## config.mk

```make
export PLATFORM = sky130hd
export DESIGN_NAME = k_way_merge_priority_queue
export DESIGN_NICKNAME = d
export VERILOG_FILES = /design/src/hdl/kmpq_pkg.sv /design/src/hdl/kmpq_cell.sv /design/src/hdl/k_way_merge_priority_queue.sv
export SDC_FILE = /design/constraint.sdc
export NUM_CORES = 2
export LEC_CHECK = 0
export BUFFER_PORTS_ARGS = -buffer_cell sky130_fd_sc_hd__buf_2
export CAP_MARGIN = 10
export CORE_MARGIN = 3
export CORE_UTILIZATION = 25
export CTS_CLUSTER_DIAMETER = 120
export DETAILED_ROUTE_END_ITERATION = 6
export SYNTH_ARGS = -nofsm -noshare
export SYNTH_HDL_FRONTEND = slang
export SYNTH_HIERARCHICAL = 1
export SYNTH_SLANG_ARGS = --single-unit
```

## constraint.sdc

```tcl
create_clock -name clk_i -period 24.8 [get_ports clk_i]
set_input_delay 1.24 -clock clk_i [delete_from_list [all_inputs] [get_ports clk_i]]
set_output_delay 1.24 -clock clk_i [all_outputs]
set_load 0.01 [all_outputs]
```

## src/hdl/kmpq_pkg.sv

```systemverilog
// ----------------------------------------------------------------------------
// kmpq_pkg
// Shared types, codes and the entry ordering function of the k-way merge
// priority queue.
// ----------------------------------------------------------------------------
`default_nettype none

package kmpq_pkg;

  localparam int unsigned MaxSources   = 16;
  localparam int unsigned ValueBits    = 32;
  localparam int unsigned SourceBits   = 4;
  localparam int unsigned PositionBits = 24;
  localparam int unsigned LeftBits     = 5;

  typedef enum logic [1:0] {
    KindInsert    = 2'd0,
    KindPopRefill = 2'd1,
    KindPopOnly   = 2'd2,
    KindUnused    = 2'd3
  } kind_e;

  typedef enum logic [1:0] {
    StatusOk    = 2'd0,
    StatusEmpty = 2'd1,
    StatusFull  = 2'd2
  } status_e;

  typedef enum logic [1:0] {
    OpHold      = 2'd0,
    OpInsert    = 2'd1,
    OpPopRefill = 2'd2,
    OpPopOnly   = 2'd3
  } cell_op_e;

  typedef struct packed {
    logic signed [ValueBits-1:0] value;
    logic [SourceBits-1:0]       source;
    logic [PositionBits-1:0]     position;
  } entry_t;

  typedef struct packed {
    cell_op_e op;
    entry_t   ent;
  } cell_ctl_t;

  typedef struct packed {
    logic [1:0]                  kind;
    logic signed [ValueBits-1:0] new_value;
    logic [SourceBits-1:0]       source_id;
  } in_t;

  typedef struct packed {
    logic signed [ValueBits-1:0] popped_value;
    logic [SourceBits-1:0]       popped_source;
    logic [PositionBits-1:0]     popped_position;
    logic [1:0]                  status;
    logic [LeftBits-1:0]         entries_left;
  } out_t;

  // true if a orders strictly before b: value, then source, then position
  function automatic logic entry_before(entry_t a, entry_t b);
    logic res;
    if (a.value != b.value) begin
      res = (a.value < b.value);
    end else if (a.source != b.source) begin
      res = (a.source < b.source);
    end else begin
      res = (a.position < b.position);
    end
    return res;
  endfunction

endpackage

`default_nettype wire

```

## src/hdl/kmpq_cell.sv

```systemverilog
// ----------------------------------------------------------------------------
// kmpq_cell
// One slot of the sorted entry chain. Compares its entry with the broadcast
// entry and takes its own, its neighbor's or the broadcast entry.
// ----------------------------------------------------------------------------
`default_nettype none

module kmpq_cell
  import kmpq_pkg::*;
(
  input  wire logic      clk_i,
  input  wire cell_ctl_t ctl_i,
  input  wire logic      head_i,
  input  wire logic      occupied_i,
  input  wire logic      left_flag_i,
  input  wire logic      right_flag_i,
  input  wire entry_t    left_ent_i,
  input  wire entry_t    right_ent_i,
  output entry_t         ent_o,
  output logic           flag_o
);

  entry_t ent_q, ent_d;

  // set when this slot holds an entry that orders before the broadcast one
  assign flag_o = occupied_i && entry_before(ent_q, ctl_i.ent);
  assign ent_o  = ent_q;

  always_comb begin
    ent_d = ent_q;
    unique case (ctl_i.op)
      OpInsert: begin
        if (flag_o) begin
          ent_d = ent_q;
        end else if (left_flag_i) begin
          ent_d = ctl_i.ent;
        end else begin
          ent_d = left_ent_i;
        end
      end
      OpPopRefill: begin
        if (right_flag_i) begin
          ent_d = right_ent_i;
        end else if (head_i || flag_o) begin
          ent_d = ctl_i.ent;
        end else begin
          ent_d = ent_q;
        end
      end
      OpPopOnly: ent_d = right_ent_i;
      OpHold:    ent_d = ent_q;
      default:   ent_d = ent_q;
    endcase
  end

  always_ff @(posedge clk_i) begin
    ent_q <= ent_d;
  end

endmodule

`default_nettype wire

```

## src/hdl/k_way_merge_priority_queue.sv

```systemverilog
// ----------------------------------------------------------------------------
// k_way_merge_priority_queue
// Min priority queue of run heads for a k-way merge, built as a sorted chain
// of cells.
// ----------------------------------------------------------------------------
// Usage: entries are kept sorted in a chain of MAX_SOURCES cells, the least at
// cell 0. Every item (insert, pop and refill, pop only) is broadcast to all
// cells, which compare it with their entry and shift by one place in the same
// cycle, so the block takes one item per cycle while the output is not stalled
// and returns its result in the cycle after acceptance; the rate is set by the
// per-cell compare against the broadcast entry. A single output register holds
// the result: while it is stalled the input stalls too, and a new item can
// enter in the cycle the waiting result leaves. Ordering is by value, then
// lower source, then lower position.
`default_nettype none

module k_way_merge_priority_queue
  import kmpq_pkg::*;
#(
  parameter int unsigned MAX_SOURCES = MaxSources
) (
  input  wire logic clk_i,
  input  wire logic rst_ni,
  input  wire logic in_valid_i,
  output logic      in_stall_o,
  input  wire in_t  in_i,
  output logic      out_valid_o,
  input  wire logic out_stall_i,
  output out_t      out_o
);

  localparam int unsigned CntW = $clog2(MAX_SOURCES + 1);

  logic [CntW-1:0] count_q, count_d;
  logic            out_valid_q;
  out_t            out_q, out_d;
  logic            accept;
  cell_ctl_t       ctl;
  entry_t          cell_ent [MAX_SOURCES];
  logic            cell_flag [MAX_SOURCES];
  logic            is_empty, is_full;
  entry_t          head;

  assign in_stall_o  = out_valid_q && out_stall_i;
  assign accept      = in_valid_i && !in_stall_o;
  assign out_valid_o = out_valid_q;
  assign out_o       = out_q;

  assign is_empty = (count_q == '0);
  assign is_full  = (count_q == CntW'(MAX_SOURCES));
  assign head     = cell_ent[0];

  always_comb begin
    ctl.op   = OpHold;
    ctl.ent  = '{value: in_i.new_value, source: in_i.source_id, position: '0};
    count_d  = count_q;
    out_d    = '0;
    unique case (in_i.kind)
      KindInsert: begin
        if (is_full) begin
          out_d.status = StatusFull;
        end else begin
          ctl.op  = OpInsert;
          count_d = count_q + 1'b1;
        end
      end
      KindPopRefill, KindPopOnly: begin
        if (is_empty) begin
          out_d.status = StatusEmpty;
        end else begin
          out_d.popped_value    = head.value;
          out_d.popped_source   = head.source;
          out_d.popped_position = head.position;
          ctl.ent.source        = head.source;
          ctl.ent.position      = (head.position == '1) ? head.position
                                                        : head.position + 1'b1;
          if (in_i.kind == KindPopRefill) begin
            ctl.op = OpPopRefill;
          end else begin
            ctl.op  = OpPopOnly;
            count_d = count_q - 1'b1;
          end
        end
      end
      default: ctl.op = OpHold;
    endcase
    if (!accept) begin
      ctl.op  = OpHold;
      count_d = count_q;
    end
    out_d.entries_left = LeftBits'(count_d);
  end

  for (genvar i = 0; i < MAX_SOURCES; i++) begin : g_cell
    logic   left_flag, right_flag, occupied;
    entry_t left_ent, right_ent;

    assign occupied = (CntW'(i) < count_q);

    if (i == 0) begin : g_first
      assign left_flag = 1'b1;
      assign left_ent  = '0;
    end else begin : g_mid
      assign left_flag = cell_flag[i-1];
      assign left_ent  = cell_ent[i-1];
    end

    if (i == MAX_SOURCES - 1) begin : g_last
      assign right_flag = 1'b0;
      assign right_ent  = '0;
    end else begin : g_inner
      assign right_flag = cell_flag[i+1];
      assign right_ent  = cell_ent[i+1];
    end

    kmpq_cell u_cell (
      .clk_i        (clk_i),
      .ctl_i        (ctl),
      .head_i       (i == 0),
      .occupied_i   (occupied),
      .left_flag_i  (left_flag),
      .right_flag_i (right_flag),
      .left_ent_i   (left_ent),
      .right_ent_i  (right_ent),
      .ent_o        (cell_ent[i]),
      .flag_o       (cell_flag[i])
    );
  end

  always_ff @(posedge clk_i or negedge rst_ni) begin
    if (!rst_ni) begin
      count_q     <= '0;
      out_valid_q <= 1'b0;
    end else begin
      count_q <= count_d;
      if (accept) begin
        out_valid_q <= 1'b1;
      end else if (!out_stall_i) begin
        out_valid_q <= 1'b0;
      end
    end
  end

  always_ff @(posedge clk_i) begin
    if (accept) begin
      out_q <= out_d;
    end
  end

`ifndef SYNTHESIS
  a_count_bound : assert property (@(posedge clk_i) disable iff (!rst_ni)
    count_q <= CntW'(MAX_SOURCES))
    else $error("entry count above capacity");

  a_head_sorted : assert property (@(posedge clk_i) disable iff (!rst_ni)
    count_q >= CntW'(2) |-> !entry_before(cell_ent[1], cell_ent[0]))
    else $error("head cell not the least entry");

  a_pop_only_count : assert property (@(posedge clk_i) disable iff (!rst_ni)
    accept && ctl.op == OpPopOnly |=> count_q == $past(count_q) - 1'b1)
    else $error("pop did not lower entry count");

  a_result_follows : assert property (@(posedge clk_i) disable iff (!rst_ni)
    accept |=> out_valid_q && out_q.entries_left == LeftBits'(count_q))
    else $error("accepted item produced no matching result");
`endif

endmodule

`default_nettype wire

```

==> metrics.md <==
| Metric | Value |
|---|---|
| Status | finished, final reports clean |
| Max Freq | 126 MHz |
| Met3 usage | 2.07% |
| Largest net degree at the start of global routing | 181 |
| Cell variety after synth | 79 |
| Worst-path clk slew | 60 ps |
| Core area | 329000 µm² |
| Worst EP arrival | 8440 ps |
| Vias in the first global route | 63800 |
| Sum of negative setup slack | 0 ps |
| GR Util met1 | 22.4% |
| HP Class | in2async |
| CP dominant cell by count | buf_4 |
| Static leakage | 0.0357 µW |
| Area delta synth->final | 12.2% |
| CTS root buffer | clkbuf_16 |
| Die width | 582 µm |
| Antenna Nets Post-Route | 0 |
| Total GRT Usage | 14.1% |
| # H-tree levels | 4 |
| CP required | 25320 ps |
| Register area share after synthesis | 37.4% |
| M2 GR Usage | 19.6% |
| Final WL | 251 mm |
| Critical path cell sequence | buf_4 -> inv_1 -> ha_1 -> nor4b_4 -> nor2_4 -> and2_1 -> mux2_2 -> buf_4 -> inv_1 -> ha_1 -> a21o_1 -> a31oi_1 -> a2bb2oi_1 -> a211oi_2 -> a211oi_4 -> buf_4 -> or2_2 -> nand2_1 -> o22ai_1 -> nor2_1 |
| Crit path max fanout | 60 |
| Post-synthesis register bit count | 1033 |
| # resized after CTS | 0 |
| Congestion Overflow GR | 0 |
| RSZ-0062 raised after global routing | false |
| Post-CTS Setup Bufs | 0 |
| I/O pin count | 111 |
| Buffers added on ports | 110 |
| DR vias/cell | 5.02 |
| Half-perimeter wire length after placement | 188 mm |
| Initial Util | 25.2% |
| Share of cells above drive strength 1 | 8.14% |
| Fin crit period | 7920 ps |
| Total clock buffers created by CTS | 133 |
| Post-synth ARST share | 0.581% |
| Startpoint Class | flip-flop |
| Mean Syn Cell Area | 8.81 µm² |
| Crit Path Class | reg2reg |
| Clock buffer depth | 3 |
| Drc violations | 0 |
| Routability Congestion | 0.883 |
| Vias post-DR | 69900 |
| Final count of hold timing violations | 0 |
| Most Crowded Layer GR | met1 |
| Pwr/cell area | 103 nW/µm² |
| Initial antenna violation count | 19 |
| First-pass DRT Iterations | 6 |
| Period utilization | 31.9% |
| Final WS setup | 16880 ps |
| Cell Rows | 210 |
| Critical path capture point type | flip-flop |
| Clk sink count | 1033 |
| Cells after Synth | 9412 |
| Synthesis Warnings | 6 |
| Chip Height | 582 µm |
| Clock Latency Late Sink | 800 ps |
| Slew headroom | 23.1% |
| Placement Setup Slack | 16320 ps |
| Mapped cell area | 82900 µm² |
| Setup violators final | 0 |
| Post-synth top flop | edfxtp_1 |
| Max VDD drop | 0.0000822 V |
| Max-cap violations | 0 |
| Number of synthesized flops with an enable pin | 1027 |
| CTS tree | done |
| Worst path slowest cell | a211oi_4 |
| Clock Skew | 34.9 ps |
| Worst Tran Pin Value | 1150 ps |
| Hold buffer count at cts | 0 |
| Initial DRC count | 6868 |
| Final Max Tran Viols | 0 |
| Largest stage delay on the critical path | 900 ps |
| Nets | 10500 |
| Die Area | 339000 µm² |
| First-pass GRT wire length | 388 mm |
| WL/cell | 18.0 µm |
## flip-flops by register name, summed over array words and instances (netlist names)
name,flops
count_q,5
out_valid_o,1
g_cell.u_cell/ent_o,960
out_o,67
## through the flow
stage | cell area, µm² | instances | power [µW] | utilization [%] | hold slack (ps)
finish | 93000 | 13900 | 9540 | 28.3 | 285
global route | 93000 | 13900 | 10300 | 28.3 | 254
CTS | 93000 | 13900 | 9530 | 28.3 | 235
detailed placement | 89000 | 13700 | 7640 | 27.1 | 595
global placement | 89000 | 13700 | 7550 | 27.1 | 591
floorplan | 83400 | 9550 | 6330 | - | 540
## per-layer routing
metal	routed length, µm	vias to the layer above
met5	47	-
met4	5630	6
met3	20200	301
met2	99200	2532
met1	126000	32800
li1	-	34300
## final timing paths
check	startpoint	end	slack [ps]	cells past startpoint
min	rst_ni	out_valid_o$_DFFE_PN0P_	280	1
max in group asynchronous	rst_ni	count_q[2]$_DFF_PN0_	24370	1
max	count_q[1]$_DFF_PN0_	g_cell[2].u_cell/ent_o[44]$_DFFE_PP_	16880	20
min reg2reg	g_cell[15].u_cell/ent_o[44]$_DFFE_PP_	g_cell[14].u_cell/ent_o[44]$_DFFE_PP_	610	2
max reg2reg	count_q[1]$_DFF_PN0_	g_cell[2].u_cell/ent_o[44]$_DFFE_PP_	16880	20
min in group clk_i	g_cell[15].u_cell/ent_o[44]$_DFFE_PP_	g_cell[14].u_cell/ent_o[44]$_DFFE_PP_	610	2
## cells by family (layout without fill, tap and decap cells)
logic type | after synthesis | in the layout | share of synthesized area, %
flops | 1033 | 1033 | 37.4
compound gates | 2434 | 2434 | 20.4
other cells | 2 | 149 | 0.00906
buf+inv | 1490 | 1505 | 7.10
simple gates | 3466 | 3466 | 20.3
mux | 35 | 35 | 0.450
fa+ha+maj | 952 | 952 | 14.4
## power breakdown
group | internal [µW] | total, µW | switching (µW)
registers | 2720 | 3190 | 469
logic | 1640 | 4500 | 2870
clock network | 1050 | 1850 | 803
total | 5400 | 9540 | 4140
## cell usage after synthesis, drive strengths merged, types with 17 or more instances
cell / number / area, µm²
buf: 83 / 477
nor2: 915 / 3430
edfxtp: 1027 / 30800
nand2: 1272 / 4770
nand4: 184 / 1440
a211oi: 613 / 4830
and2: 74 / 463
nor3: 40 / 275
a221oi: 19 / 260
mux2: 18 / 203
a21o: 130 / 976
o22ai: 401 / 2510
ha: 952 / 11900
o221ai: 30 / 357
o41ai: 17 / 430
mux2i: 17 / 170
inv: 988 / 3710
and4: 83 / 727
a31oi: 578 / 3620
or2: 36 / 225
nor4: 22 / 231
a21oi: 317 / 1590
nand3: 116 / 581
nand2b: 37 / 231
clkbuf: 403 / 1510
o211ai: 48 / 435
o21ai: 167 / 896
nor2b: 638 / 3990
## area by class of cell
| class | instances | area (µm²) |
|---|---|---|
| Sequential cell | 1033 | 31000 |
| Antenna cell | 9 | 22.5 |
| Clock inverter | 65 | 418 |
| Clock buffer | 169 | 3570 |
| Timing Repair Buffer | 282 | 1860 |
| Fill cell | 34700 | 236000 |
| Multi-Input combinational cell | 7027 | 47000 |
| Inverter | 989 | 3710 |
| Tap cell | 4346 | 5440 |
## worst max-delay path: cells and delay by family, from the launching register on
kind            cells  cell delay [ps]
simple gates        6             2720
fa+ha+maj           2              620
mux                 1              280
flops               1              320
compound gates      6             2010
buf+inv             5             1640
## placed cells by master, fill, tap and decap left out, types with 74 or more instances in the layout
master,instances
ha_1,952
a31oi_1,578
buf_2,110
conb_1,140
inv_1,987
buf_4,170
o22ai_1,401
a211oi_1,567
and2_1,74
o21ai_0,134
a21o_1,129
clkbuf_16,138
nand4_1,138
nor2_1,897
edfxtp_1,1027
and4_1,83
nand3_1,116
nand2_1,1272
nor2b_1,638
a21oi_1,312
Power figures use the tool's default switching activity.
